===== src/rtl/text_console_cell_engine_defines.svh =====
// assertion macros for the text console cell engine
// no dependencies; included by the top level
`ifndef TEXT_CONSOLE_CELL_ENGINE_DEFINES_SVH
`define TEXT_CONSOLE_CELL_ENGINE_DEFINES_SVH
`ifndef NO_ASSERTIONS
`define TCE_ASSERT(name, prop) \
  name: assert property (@(posedge clk) disable iff (rst) (prop)) \
    else $error("tce check failed");
`define TCE_ASSERT_IMPL(name, pre, post) \
  name: assert property (@(posedge clk) disable iff (rst) (pre) |-> (post)) \
    else $error("tce check failed");
`else
`define TCE_ASSERT(name, prop)
`define TCE_ASSERT_IMPL(name, pre, post)
`endif
`endif


===== src/rtl/tce_pkg.sv =====
// shared types and constants of the text console cell engine
// no dependencies
package tce_pkg;

  localparam int CELL_W = 16;

  localparam logic [2:0] OP_PUTC    = 3'd0;
  localparam logic [2:0] OP_CHATTR  = 3'd1;
  localparam logic [2:0] OP_SETATTR = 3'd2;
  localparam logic [2:0] OP_SETCHAR = 3'd3;
  localparam logic [2:0] OP_SETCUR  = 3'd4;
  localparam logic [2:0] OP_GETCUR  = 3'd5;
  localparam logic [2:0] OP_FLUSH   = 3'd6;
  localparam logic [2:0] OP_NOP     = 3'd7;

  localparam logic [1:0] KIND_STATUS = 2'd0;
  localparam logic [1:0] KIND_CELL   = 2'd1;
  localparam logic [1:0] KIND_SCROLL = 2'd2;
  localparam logic [1:0] KIND_REPORT = 2'd3;

  localparam logic [7:0] CH_NL      = 8'h0A;
  localparam logic [7:0] CH_TAB     = 8'h09;
  localparam logic [7:0] CH_BS      = 8'h08;
  localparam logic [7:0] CH_SPACE   = 8'h20;
  localparam logic [7:0] ATTR_RESET = 8'h0F;

  typedef struct packed {
    logic signed [8:0] left;
    logic signed [6:0] top;
    logic signed [8:0] right;
    logic signed [6:0] bottom;
  } box_t;

  typedef struct packed {
    logic mark;
    logic fill;
    logic clear;
  } box_ctrl_t;

endpackage


===== src/rtl/tce_dirty_box.sv =====
// dirty rectangle register with point merge, fill and clear
// depends on tce_pkg
module tce_dirty_box import tce_pkg::*; #(
  parameter int COLS = 80,
  parameter int ROWS = 25
) (
  input  logic      clk,
  input  logic      rst,
  input  box_ctrl_t ctrl,
  input  logic [6:0] pt_col,
  input  logic [4:0] pt_row,
  output box_t      box,
  output box_t      box_next
);

  logic signed [8:0] pc;
  logic signed [8:0] pc1;
  logic signed [6:0] pr;
  logic signed [6:0] pr1;
  box_t              marked;

  assign pc  = signed'({2'b00, pt_col});
  assign pc1 = pc + 9'sd1;
  assign pr  = signed'({2'b00, pt_row});
  assign pr1 = pr + 7'sd1;

  always_comb begin
    marked = box;
    if (box.left == -9'sd1) begin
      marked = '{left: pc, top: pr, right: pc1, bottom: pr1};
    end else begin
      if (pc < box.left) marked.left = pc;
      if (pr < box.top) marked.top = pr;
      if (pc1 > box.right) marked.right = pc1;
      if (pr1 > box.bottom) marked.bottom = pr1;
    end
  end

  always_comb begin
    box_next = box;
    if (ctrl.clear) begin
      box_next = '{left: -9'sd1, top: -7'sd1, right: -9'sd1, bottom: -7'sd1};
    end else if (ctrl.fill) begin
      box_next = '{left: 9'sd0, top: 7'sd0, right: 9'(COLS), bottom: 7'(ROWS)};
    end else if (ctrl.mark) begin
      box_next = marked;
    end
  end

  always_ff @(posedge clk) begin
    if (rst) begin
      box <= '{left: -9'sd1, top: -7'sd1, right: -9'sd1, bottom: -7'sd1};
    end else begin
      box <= box_next;
    end
  end

endmodule

===== config.mk =====
export PLATFORM = sky130hd
export DESIGN_NAME = tce_dirty_box
export DESIGN_NICKNAME = d
export VERILOG_FILES = /design/src/rtl/text_console_cell_engine_defines.svh /design/src/rtl/tce_pkg.sv /design/src/rtl/tce_dirty_box.sv
export SDC_FILE = /design/constraint.sdc
export NUM_CORES = 1
export LEC_CHECK = 0
export BUFFER_PORTS_ARGS = -buffer_cell sky130_fd_sc_hd__clkbuf_2
export CORE_ASPECT_RATIO = 0.5
export CORE_MARGIN = 2
export CORE_UTILIZATION = 55
export DETAILED_ROUTE_END_ITERATION = 6
export PLACE_DENSITY_LB_ADDON = 0.15
export SYNTH_ARGS = -nofsm -noshare
export SYNTH_HDL_FRONTEND = slang
export SYNTH_SLANG_ARGS = --single-unit

===== constraint.sdc =====
create_clock -name clk -period 6.39 [get_ports clk]
set_clock_uncertainty 0.1 [all_clocks]
set_input_delay 0.639 -clock clk [delete_from_list [all_inputs] [get_ports clk]]
set_output_delay 0.639 -clock clk [all_outputs]
set_load 0.01 [all_outputs]

Word-level counts from Yosys, hierarchy flattened --
Cells that the tools add are included. W data, S select, Z words.
Word-level totals: register bits after elaboration 32, latch bits 0, bits in writable memories 0, bits in read-only memories 0, bits of input ports 17, logic and storage cells 19, memories 0
Operators by class: add/sub/neg operators 2, multipliers 0, divide/modulo/power cells 0, order comparisons 4, eq/ne operators 1, shifts and indexed selects 0, muxes and demuxes 8, bitwise logic cells 0, reduce and logical (&&, ||, !) cells 0
Operators with widths (count):
- $mux W32 | 4
- $mux W9 | 2
- $mux W7 | 2
- $eq A9 B1 Y1 const B | 1
- $gt A9 B9 Y1 | 1
- $lt A8 B9 Y1 | 1
- $add A7 B1 Y8 const B | 1
- $gt A7 B7 Y1 | 1
- $lt A6 B7 Y1 | 1
- $add A5 B1 Y6 const B | 1

Depth between registers and ports, before layout --
depth in word-level cells 7, mapped depth 12, depth with buffers taken out 12

Worst setup path after synthesis --
Ideal clock, no wire load.
kind input -> output, start point input port pt_col[0], end point output port box_next[10] (netlist name), data arrival time 2847 ps, data required time 5651 ps, slack 2804 ps, cell stages on the path 12, buffers on the path 0, cells stage by stage ha_1 -> ha_1 -> nor2b_1 -> o21a_1 -> o21ai_0 -> a211o_1 -> o22ai_1 -> ha_1 -> o31ai_1 -> a21oi_4 -> mux2i_1 -> o21ai_1
RTL lines:
- start, declared | line tce_dirty_box.sv:10 | input logic [6:0] pt_col,
- end, declared | line tce_dirty_box.sv:13 | output box_t box_next

==> run_results.csv <==
group,metric,value,unit
cells_and_area,largest_reg_flops,32,
global_route,first_global_vias,2252,
critical_path,cp.required,5.65,ns
sta,tightest_slew,0.9390,ns
critical_path,cp.arrival,3.38,ns
clock_network,cts_max_level,2,
pwr,p_clk_share,33.5,%
sta,period_minus_slack,4.120,ns
clock_network,post_cts_resized,0,
die,die_h,51.20,um
logic_synthesis,synthCells,313,
cells_and_area,layout_commonest_cell,"clkbuf_2",
outcome,status,"completed",
clock_network,clkTransAtPathRegs,0.07,ns
clock_network,cts_tree,"done",
critical_path,critPathMaxStageDelay,0.37,ns
logic_synthesis,yosysWarnings,0,
logic_synthesis,synth_xor_area_share,2.860,%
critical_path,cpMaxStageDelayCell,"a21oi_4",
global_route,track_usage,25.29,%
critical_path,worstSetupStartpointType,"input port",
drt,wl_per_cell,13.80,um
global_route,grt_pass1_wl,10.28,mm
clock_network,clock-root-buffer,"clkbuf_8",
clock_network,worstSkewPairLatency,0.29,ns
critical_path,crit_family,"compound AO/OA/AOI/OAI gates",
logic_synthesis,synth_nets,359,
global_route,overflow,0,
global_route,grt_max_degree,49,
cells_and_area,nNetsFinal,433,
logic_synthesis,synth_fa_ha_area_share,14.81,%
clock_network,cts_made_buffers,5,
placement,dp_hpwl,4.654,mm
die,io_pins,81,
pwr,worst_ir_drop_vdd,0.0001204,V
die,rows,17,
cells_and_area,final_cell_mix,"80 x clkbuf_2, 45 x nand2_1, 32 x dfxtp_1",
cells_and_area,postLayoutCoreUtil,68.63,%
critical_path,crit_chain,"clkbuf_2 > ha_1 > ha_1 > nor2b_1 > o21a_1 > o21ai_0 > a211o_1 > o22ai_1 > ha_1 > o31ai_1 > a21oi_4 > mux2i_1 > o21ai_1 > clkbuf_2",
cells_and_area,regMostFlops,"box",
cells_and_area,reg.largest.list,"box x32",
cells_and_area,num-fill-cells,390,
hold_path,hp-class,"reg -> reg",
sta,finalSetupTns,0,ns
pwr,p_per_area,197.6,nW/um^2
sta,clock.fmax,242.7,MHz
drt,route.vias.total,2431,
drt,via_per_inst,5.463,
sta,finalSetupViolations,0,
cells_and_area,drive_gt1_share,25.52,%
placement,io_buffer_count,80,
placement,gp_congestion,0.8572,
sta,max_slew_margin,37.40,%
pwr,p_sw_share,32.64,%
global_route,antenna_found_initial,0,
die,core-area,4339,um^2
clock_network,cts_hold_buf,0,
critical_path,cp_max_fo,8,
clock_network,cts.sinks,32,
sta,hold_viol,0,
pwr,p_int,0.0003964,W
logic_synthesis,synth.mux.area_fraction,9.040,%
critical_path,critPathCaptureType,"output pin",
pwr,p_seq_share,37.3,%
logic_synthesis,ys_seq_elements,32,
critical_path,worst-setup-path-type,"in -> out",
cells_and_area,antennaDiodeCount,0,
clock_network,post-cts-setup-buffers,0,
logic_synthesis,synth_top_family_by_area,"simple AND/OR/NAND/NOR gates",
drt,wl,6.143,mm
drt,drc_errors,0,
logic_synthesis,syn-cell-area,2450,um^2
critical_path,worst_path_most_repeated_cell,"ha_1",
pwr,p_comb_share,29.2,%
logic_synthesis,synth.yosys.seq_area_share,26.15,%
critical_path,r2r_slack,3.64,ns
sta,grt_setup_unrepaired,"no",
sta,post-route-period-util,64.48,%
drt,drt-initial-drc-count,96,
die,initial_utilization,56.46,%
pwr,fin_total_pwr,0.0005885,W
cells_and_area,area_growth,21.55,%
logic_synthesis,avgSynthCellArea,7.827,um^2
die,fp.dieArea,5037,um^2
drt,ant_nets,0,
pwr,p_switching,0.0001921,W
sta,slew_viol_final,0,
pwr,p_leak,1.578,nW
logic_synthesis,synth-simple-area-share,26.25,%
drt,first_pass_iters,4,
die,die_w,98.39,um
clock_network,clockBufferDepth,2,
logic_synthesis,ys_types,42,
logic_synthesis,synth_compound_area_share,14.50,%
critical_path,cp_num_buf_inv,2,
job,maxCapViolations,0,
cells in the mapped netlist (all sizes together):
cell type  instances  share of area, %
xor2               3               1.1
buf                3              0.87
inv               24               3.7
a211oi             5               1.5
nand2b             7               1.8
o311ai             2              0.72
clkinv             1              0.15
a211o              1              0.36
o211ai             6               1.8
or2                5               1.3
dfxtp             32                26
o2111ai            2              0.72
or4                2              0.77
and2               1              0.26
nand3             14               2.9
o22ai              1              0.26
a21o               6               1.8
ha                29                15
or3                1              0.26
nor2              24               3.7
o21ai             12               2.5
nor3               5               1.0
nand4b             1              0.36
nor3b              2              0.61
clkbuf            11               1.7
nor4               1              0.51
nand3b             2              0.61
xnor2              5               1.8
nand2             45               6.9
and3               2              0.51
o21a               3              0.92
mux2i             21               8.6
mux2               1              0.46
a21oi             10               2.7
o31ai              4               1.2
nand4              2              0.51
nor2b             17               4.3
per-stage QoR:
step	hold slack, ns	std cells	worst slack [ns]	area (um^2)
after floorplan	0.4231	313	2.804	2450
after global placement	0.4079	437	2.426	2867
after detailed placement	0.4155	437	2.345	2867
after CTS	0.4304	445	2.272	2978
after global routing	0.4838	445	2.032	2978
final	0.4267	445	2.270	2978
tightest hold or removal path: stages (launching register included):
cell	delay (ns)
dfxtp_1	0.34
nand2_1	0.08
o21ai_0	0.06
kinds of logic after synthesis:
| kind of cell | count (synthesis) |
|---|---|
| xor+xnor | 8 |
| fa+ha+maj | 29 |
| mux | 22 |
| flops | 32 |
| buf+inv | 39 |
| compound gates | 52 |
| simple gates | 131 |
power by group through the flow:
stage | clock [W] | sequential (W) | combinational (W)
final | 0.000197 | 0.000219 | 0.000172
after floorplan | 0 | 0.000228 | 0.000112
after detailed placement | 0 | 0.000224 | 0.000172
after global placement | 0 | 0.000223 | 0.000167
after global routing | 0.000208 | 0.000221 | 0.000192
after CTS | 0.000202 | 0.000219 | 0.000173
area by class of cell:
class                           count  area (um^2)  share of cell area (%)
Clock inverter                      3        42.54                   1.429
Clock buffer                        5        68.82                   2.311
Tap cell                           57        71.32                   2.395
Sequential cell                    32        640.6                   21.51
Multi-Input combinational cell    242         1653                   55.50
Inverter                           25        93.84                   3.151
Timing Repair Buffer               81        407.9                   13.70
routing by layer:
metal  global-route usage (%)  vias to the layer above  share of wire, %
li1                         -                     1226                 -
met1                    33.33                     1134                48
met2                    43.31                       64                46
met3                    5.062                        7               5.1
met4                    6.164                        0              0.93
met5                        0                        -                 0
path summary, 6_finish.rpt:
kind	start	to	cells after the start
hold reg to reg	box[6]	box[6]	2
hold / removal	box[6]	box[6]	2
setup reg to reg	box[8]	box[12]	12
setup / recovery	pt_col[0]	box_next[12]	14
Power figures use the tool's default switching activity.
